==> src/rtl/assert_macros.svh <==
// Assertion macros for the RTL.
`ifndef ASSERT_MACROS_SVH
`define ASSERT_MACROS_SVH
`ifndef ASSERT_OFF
`define ASSERT_IMPLIES(label, clk, rst_n, ante, cons) \
    label: assert property (@(posedge clk) disable iff (!rst_n) (ante) |-> (cons)) \
        else $error("assertion failed");
`define ASSERT_NEXT(label, clk, rst_n, ante, cons) \
    label: assert property (@(posedge clk) disable iff (!rst_n) (ante) |=> (cons)) \
        else $error("assertion failed");
`else
`define ASSERT_IMPLIES(label, clk, rst_n, ante, cons)
`define ASSERT_NEXT(label, clk, rst_n, ante, cons)
`endif
`endif

==> src/rtl/s9wp_pkg.sv <==
`timescale 1ns / 1ps
package s9wp_pkg;
    localparam int DATA_BITS_DEF = 28;
    localparam int NUM_LAYOUTS   = 9;

    typedef enum logic [2:0] {
        ST_IDLE,
        ST_SCAN,
        ST_EMIT,
        ST_SHIFT,
        ST_OUT
    } state_t;

    // field width for layout lay, field i
    function automatic logic [4:0] field_width(input logic [3:0] lay, input logic [4:0] i);
        logic [4:0] w;
        unique case (lay)
            4'd0: w = 5'd1;
            4'd1: w = 5'd2;
            4'd2: w = (i == 5'd8) ? 5'd4 : 5'd3;
            4'd3: w = 5'd4;
            4'd4: w = (i >= 5'd2) ? 5'd6 : 5'd5;
            4'd5: w = 5'd7;
            4'd6: w = (i == 5'd2) ? 5'd10 : 5'd9;
            4'd7: w = 5'd14;
            default: w = 5'd28;
        endcase
        return w;
    endfunction

    function automatic logic [4:0] layout_count(input logic [3:0] lay);
        logic [4:0] n;
        unique case (lay)
            4'd0: n = 5'd28;
            4'd1: n = 5'd14;
            4'd2: n = 5'd9;
            4'd3: n = 5'd7;
            4'd4: n = 5'd5;
            4'd5: n = 5'd4;
            4'd6: n = 5'd3;
            4'd7: n = 5'd2;
            default: n = 5'd1;
        endcase
        return n;
    endfunction
endpackage

==> src/rtl/simple9_word_packer.sv <==
`timescale 1ns / 1ps
// Simple-9 word packer on one shared compare/shift unit.
// Throughput: an item that forms no word frees the input the next cycle.
// Per word: a layout scan over the fields, emitting the fields of the chosen layout, shifting
// the values left in the buffer down, then loading the output register.
// Input stays busy until the item's last word is loaded; a flush repeats this per word.
// Reset: synchronous active-low aresetn clears state, the buffer count and m_tvalid.
`include "assert_macros.svh"
module simple9_word_packer #(
    parameter int DATA_BITS = s9wp_pkg::DATA_BITS_DEF
) (
    input  logic        aclk,
    input  logic        aresetn,
    input  logic        s_tvalid,
    output logic        s_tready,
    input  logic [31:0] s_tdata,   // value[31:0]
    input  logic        s_tlast,   // list_end
    output logic        m_tvalid,
    input  logic        m_tready,
    output logic [39:0] m_tdata,   // packed_word[31:0], values_packed[36:32]
    output logic        m_tlast,   // final_word
    output logic        m_tuser    // value_too_wide
);
    localparam int DEPTH = DATA_BITS;

    logic [DATA_BITS-1:0] buf_mem [DEPTH];
    logic [4:0] count_reg, count_next;
    s9wp_pkg::state_t state_reg, state_next;
    logic [3:0] lay_reg, lay_next;
    logic [4:0] idx_reg, idx_next;
    logic [4:0] pos_reg, pos_next;
    logic [31:0] word_reg, word_next;
    logic [4:0] used_reg, used_next;
    logic last_reg, last_next, wide_reg, wide_next;
    logic [31:0] out_word_reg; logic [4:0] out_used_reg; logic out_fin_reg;
    logic out_wide_reg;
    logic out_next_fin;
    logic [DATA_BITS-1:0] cur;
    logic [4:0] fw, lc;
    logic fits;
    logic take;

    // output register parts the sides: a waiting word does not block intake
    assign take = s_tvalid && s_tready;
    assign s_tready = (state_reg == s9wp_pkg::ST_IDLE);
    assign cur = (idx_reg < count_reg) ? buf_mem[idx_reg] : '0;
    assign fw = s9wp_pkg::field_width(lay_reg, idx_reg);
    assign lc = s9wp_pkg::layout_count(lay_reg);
    assign fits = ((cur >> fw) == '0);

    always_comb begin
        state_next = state_reg;
        count_next = count_reg; lay_next = lay_reg; idx_next = idx_reg;
        pos_next = pos_reg; word_next = word_reg; used_next = used_reg;
        last_next = last_reg; wide_next = wide_reg; out_next_fin = 1'b0;
        unique case (state_reg)
            s9wp_pkg::ST_IDLE: begin
                if (take) begin
                    last_next = s_tlast;
                    wide_next = (s_tdata[31:DATA_BITS] != '0);
                    if (!wide_next) count_next = count_reg + 5'd1;
                    lay_next = '0; idx_next = '0;
                    if ((s_tlast && (count_next != '0))
                        || (count_next == 5'(DEPTH))) state_next = s9wp_pkg::ST_SCAN;
                    else if (wide_next) begin
                        word_next = '0; used_next = '0; state_next = s9wp_pkg::ST_OUT;
                    end
                end
            end
            s9wp_pkg::ST_SCAN: begin
                if (lay_reg == 4'(s9wp_pkg::NUM_LAYOUTS - 1) || idx_reg == lc) begin
                    idx_next = '0; pos_next = 5'(DATA_BITS);
                    word_next = {lay_reg, {DATA_BITS{1'b0}}};
                    state_next = s9wp_pkg::ST_EMIT;
                end else if (!fits) begin
                    lay_next = lay_reg + 4'd1; idx_next = '0;
                end else idx_next = idx_reg + 5'd1;
            end
            s9wp_pkg::ST_EMIT: begin
                if (idx_reg == lc) begin
                    used_next = (lc > count_reg) ? count_reg : lc;
                    idx_next = '0;
                    state_next = s9wp_pkg::ST_SHIFT;
                end else begin
                    pos_next = pos_reg - fw;
                    word_next = word_reg | (32'(cur) << (pos_reg - fw));
                    idx_next = idx_reg + 5'd1;
                end
            end
            s9wp_pkg::ST_SHIFT: begin
                if (5'(idx_reg + used_reg) >= count_reg) begin
                    count_next = count_reg - used_reg;
                    state_next = s9wp_pkg::ST_OUT;
                end else idx_next = idx_reg + 5'd1;
            end
            default: begin
                if (!m_tvalid) begin
                    lay_next = '0; idx_next = '0;
                    if (last_reg && count_reg != '0) state_next = s9wp_pkg::ST_SCAN;
                    else state_next = s9wp_pkg::ST_IDLE;
                end
            end
        endcase
        out_next_fin = !(last_reg && count_reg != '0);
    end

    always_ff @(posedge aclk) begin
        if (take && s_tdata[31:DATA_BITS] == '0 && count_reg < 5'(DEPTH))
            buf_mem[count_reg[4:0]] <= s_tdata[DATA_BITS-1:0];
        else if (state_reg == s9wp_pkg::ST_SHIFT && 5'(idx_reg + used_reg) < count_reg)
            buf_mem[idx_reg] <= buf_mem[5'(idx_reg + used_reg)];
    end

    always_ff @(posedge aclk) begin
        if (!aresetn) begin
            state_reg <= s9wp_pkg::ST_IDLE; count_reg <= '0; m_tvalid <= 1'b0;
        end else begin
            state_reg <= state_next; count_reg <= count_next;
            if (m_tvalid && m_tready) m_tvalid <= 1'b0;
            if (state_reg == s9wp_pkg::ST_OUT && !m_tvalid) begin
                m_tvalid <= 1'b1;
            end
        end
    end

    always_ff @(posedge aclk) begin
        lay_reg <= lay_next; idx_reg <= idx_next; pos_reg <= pos_next;
        word_reg <= word_next; used_reg <= used_next;
        last_reg <= last_next; wide_reg <= wide_next;
        if (state_reg == s9wp_pkg::ST_OUT && !m_tvalid) begin
            out_word_reg <= word_reg; out_used_reg <= used_reg; out_fin_reg <= out_next_fin;
            out_wide_reg <= wide_reg;
        end
    end

    assign m_tdata = {3'b000, out_used_reg, out_word_reg};
    assign m_tlast = out_fin_reg;
    assign m_tuser = out_wide_reg;

    `ASSERT_IMPLIES(a_cnt_max, aclk, aresetn, 1'b1, count_reg <= 5'(DEPTH))
    `ASSERT_IMPLIES(a_no_take_busy, aclk, aresetn, state_reg != s9wp_pkg::ST_IDLE, !s_tready)
    `ASSERT_IMPLIES(a_used_max, aclk, aresetn, m_tvalid, out_used_reg <= 5'd28)
    `ASSERT_NEXT(a_hold, aclk, aresetn, m_tvalid && !m_tready, m_tvalid)
endmodule

==> config.mk <==
export PLATFORM = sky130hd
export DESIGN_NAME = simple9_word_packer
export DESIGN_NICKNAME = d
export VERILOG_FILES = /design/src/rtl/s9wp_pkg.sv /design/src/rtl/simple9_word_packer.sv
export VERILOG_INCLUDE_DIRS = /design/src /design/src/rtl
export SDC_FILE = /design/constraint.sdc
export NUM_CORES = 1
export LEC_CHECK = 0
export BUFFER_PORTS_ARGS = -buffer_cell sky130_fd_sc_hd__buf_2
export CORE_ASPECT_RATIO = 1.1
export CORE_MARGIN = 4
export CORE_UTILIZATION = 40
export DETAILED_ROUTE_END_ITERATION = 16
export HOLD_SLACK_MARGIN = 0.05
export PLACE_DENSITY_LB_ADDON = 0.2
export SYNTH_ARGS = -nofsm -noshare
export SYNTH_HDL_FRONTEND = slang
export SYNTH_SLANG_ARGS = --single-unit
==> constraint.sdc <==
create_clock -name aclk -period 7 [get_ports aclk]
set_clock_uncertainty 0.15 [all_clocks]
set_input_delay 0.35 -clock aclk [delete_from_list [all_inputs] [get_ports aclk]]
set_output_delay 0.35 -clock aclk [all_outputs]
set_load 0.05 [all_outputs]
==> parameters.txt <==
Parameter                              Value

Logic synthesis
  Synthesis warning total    0
  Register bit count reported by yosys    895
  Top FF cell, synth    edfxtp_1
  Syn Area/Cell    16.0 um2
  Netlist cell types    84
  EDFF count, synth    876
  Post-Syn Area    44700 um2
  Async set or reset register ratio after synthesis    0
  Post-synthesis cell count    2786
  Sequential element share of the synthesized area    0.597

STA
  Setup_tns    0 ns
  Final Max Slew Viols    0
  Actual transition at the worst max-transition pin    1.06 ns
  Crit path setup slack, layout    1.19 ns
  Final setup violation count    0
  Final hold violation count    0
  Ratio of final minimum period to clock period    0.830
  Max Fclk    172 MHz
  Relative slew margins    0.291
  Shortest period the worst path allows    5.81 ns
  RSZ-0062 raised after global routing    no

Worst setup path
  Largest fanout on the critical path    22
  Worst Path Class, Setup    flop to flop
  Number of cells traversed by the worst register-to-register path    15
  Critical path startpoint category    flop
  Reg-to-Reg Start    lay_reg[0]
  Worst EP arrival    6.06 ns
  Origin of the worst setup path    lay_reg[0]
  Capturing point of the worst reg2reg path    word_reg[27]
  Critical path destination    word_reg[27]
  Critical Path RT    7.25 ns
  Slack of the worst reg-to-reg path    1.19 ns
  CP endpoint kind    flop

Power
  Power density cells    534 nW/um2
  IR Drop Worst-Case VDD    0.000712 V
  Total leakage power    0.0163 uW
  Total design power    27100 uW

Global routing
  Met2 global-route usage    0.390
  Total global-route track usage    0.237
  Met1 global-route usage    0.324
  Met3 GRT Util    0.0372
  Global-route wire length before repair    203 mm
  GRT busiest layer    met2
  Global route total overflow    0
  Initial antenna violation count    3
  Largest net degree at the start of global routing    110
  Via count of the first global-routing pass    28400

Place
  Placed cell count    4275
  Final Wtd Congestion    0.848
  Detailed-placement wirelength estimate    85.3 mm
  Port Buf Inserts    77
  Worst setup timing slack at the placement stage    1.32 ns

CTS
  CTS buffer count    98
  Setup bufs post-CTS    0
  TritonCTS clock tree    yes
  Clock net sink count    895
  Number of H-tree branching levels    3
  Insertion delay to the later sink of the worst-skew pair    0.69 ns
  Clock transition at the registers of the reported paths    0.06 ns
  Quantity of hold-fixing buffers added after cts    3
  CTS Buffer Depth    3
  Number of gates given a new drive strength after cts    0
  Root Buffer Master    clkbuf_16

Finish
  Area Growth Syn to Fin    13.7%
  Post-layout util    0.458
  Diodes inserted    0
  Final standard cell count with taps included and fillers excluded    4460
  Nets    2958
  Reg area    26700 um2
  Fraction of final layout cells sized beyond drive strength 1    0.278
  Filler instances    9573
  Footprint of the multi-input gates    17100 um2
  Flip-flop count of the largest register, all copies and words added    784

Floorplan
  CORE AREA    111000 um2
  Die height    359 um
  Initial core utilization    0.403
  Die Area    117000 um2
  Number of rows in the core area    128
  I/O Pins    81
  Die W    327 um

Flow run
  Max-cap check violation count    0

Routing
  Vias after detailed routing    28000
  Number of remaining DRC errors    0
  Via-to-Cell Ratio    6.29
  Wirelength per Cell    31.4 um
  Number of DRC violations after detailed-routing iteration 0    2937
  Sum of routed wire length over all layers    140 mm
  TritonRoute pass-1 iters    6
  Post-detailed-route count of antenna-violating nets    0

Worst hold path
  Hold crit path type    input pin to flop

Status
  Run status    completed
cells in the mapped netlist (all sizes together) (8+ instances only):
library cell | count | area, um2
or2 | 10 | 62.6
buf | 95 | 618
nand2b | 18 | 115
o21ai | 87 | 439
nor2 | 171 | 647
xor2 | 8 | 70.1
nor3 | 40 | 200
edfxtp | 876 | 26300
a211oi | 61 | 463
nand2 | 126 | 473
or3 | 21 | 131
o21a | 12 | 90.1
o31ai | 8 | 65.1
mux4 | 359 | 8170
a21oi | 110 | 554
ha | 35 | 438
xnor2 | 16 | 140
a31oi | 28 | 175
nand4 | 12 | 75.1
nor2b | 20 | 125
o22ai | 61 | 382
a21o | 13 | 98.9
mux2 | 52 | 589
and2 | 19 | 119
clkbuf | 110 | 413
dfxtp | 19 | 380
nand3 | 46 | 230
o211ai | 11 | 87.6
a22oi | 16 | 120
mux2i | 186 | 1860
inv | 42 | 158
worst min-delay path by stage:
stage                     start        to  slack [ns]  cells past startpoint
floorplan              wide_reg   m_tuser        0.25                      0
global placement       wide_reg   m_tuser        0.27                      0
detailed placement     wide_reg   m_tuser        0.28                      0
CTS                    s_tvalid  wide_reg        0.05                      2
global route           s_tvalid  wide_reg         0.1                      2
finish              s_tdata[30]  wide_reg        0.10                      4
cell usage in the layout, fill, tap and decap left out, drive strengths merged, types with 18 or more instances in the layout:
cell type	count
nor2	171
buf	197
o22ai	61
nor2b	20
a211oi	61
a21oi	110
ha	35
edfxtp	876
or3	21
o21ai	87
mux2i	186
nand2b	18
dfxtp	19
a31oi	28
mux2	52
clkbuf	123
nor3	40
nand3	46
nand2	126
mux4	359
inv	49
and2	19
clkinv	31
layer usage:
layer	routed length [um]	share of wire	vias up
li1	-	-	11700
met1	56900	0.41	14800
met2	67000	0.48	1315
met3	10900	0.078	239
met4	5000	0.036	0
met5	0	0	-
stage by stage:
step                cell area [um2]  hold WS [ns]
floorplan                     44700         0.250
global placement              47400         0.266
detailed placement            47400         0.278
CTS                           50800        0.0542
global route                  50800        0.0995
finish                        50800         0.105
cells by family (layout without fill, tap and decap cells):
group | after synthesis | count (layout) | share of synthesized area
buffers and inverters | 250 | 427 | 0.0269
AND/OR/NAND/NOR | 504 | 504 | 0.0523
AO/OA/AOI/OAI | 477 | 477 | 0.0700
XOR/XNOR | 24 | 24 | 0.00470
other | 1 | 3 | 0.0000839
flip-flops | 895 | 895 | 0.597
adder cells (fa/ha/maj) | 38 | 38 | 0.0111
multiplexers | 597 | 597 | 0.238
power breakdown:
part | internal (uW) | leakage (uW) | switching (uW)
clock network | 3270 | 0.00164 | 2200
logic | 5990 | 0.00661 | 8980
registers | 6330 | 0.00808 | 350
final cells by class:
type	count	area share
inverters	45	0.00333
well taps	1495	0.0368
flip-flops and latches	895	0.526
clock inverters	59	0.0154
clock buffers	123	0.0518
multi-input cells	1643	0.337
repair buffers	200	0.0296
worst max-delay path, stage by stage (launching register included):
cell and delay [ns]:
edfxtp_1 0.55, inv_1 0.15, ha_1 0.31, nor2b_1 0.19, a21o_1 0.20, a221o_1 0.31
nand2_1 0.48, inv_2 0.30, ha_1 0.80, inv_1 0.45, buf_4 0.31, mux2_2 0.23
nor2_1 0.08, mux4_2 0.50, a2111oi_0 0.42, nor3_1 0.08
Note: power is estimated with default switching activity, not from simulation.
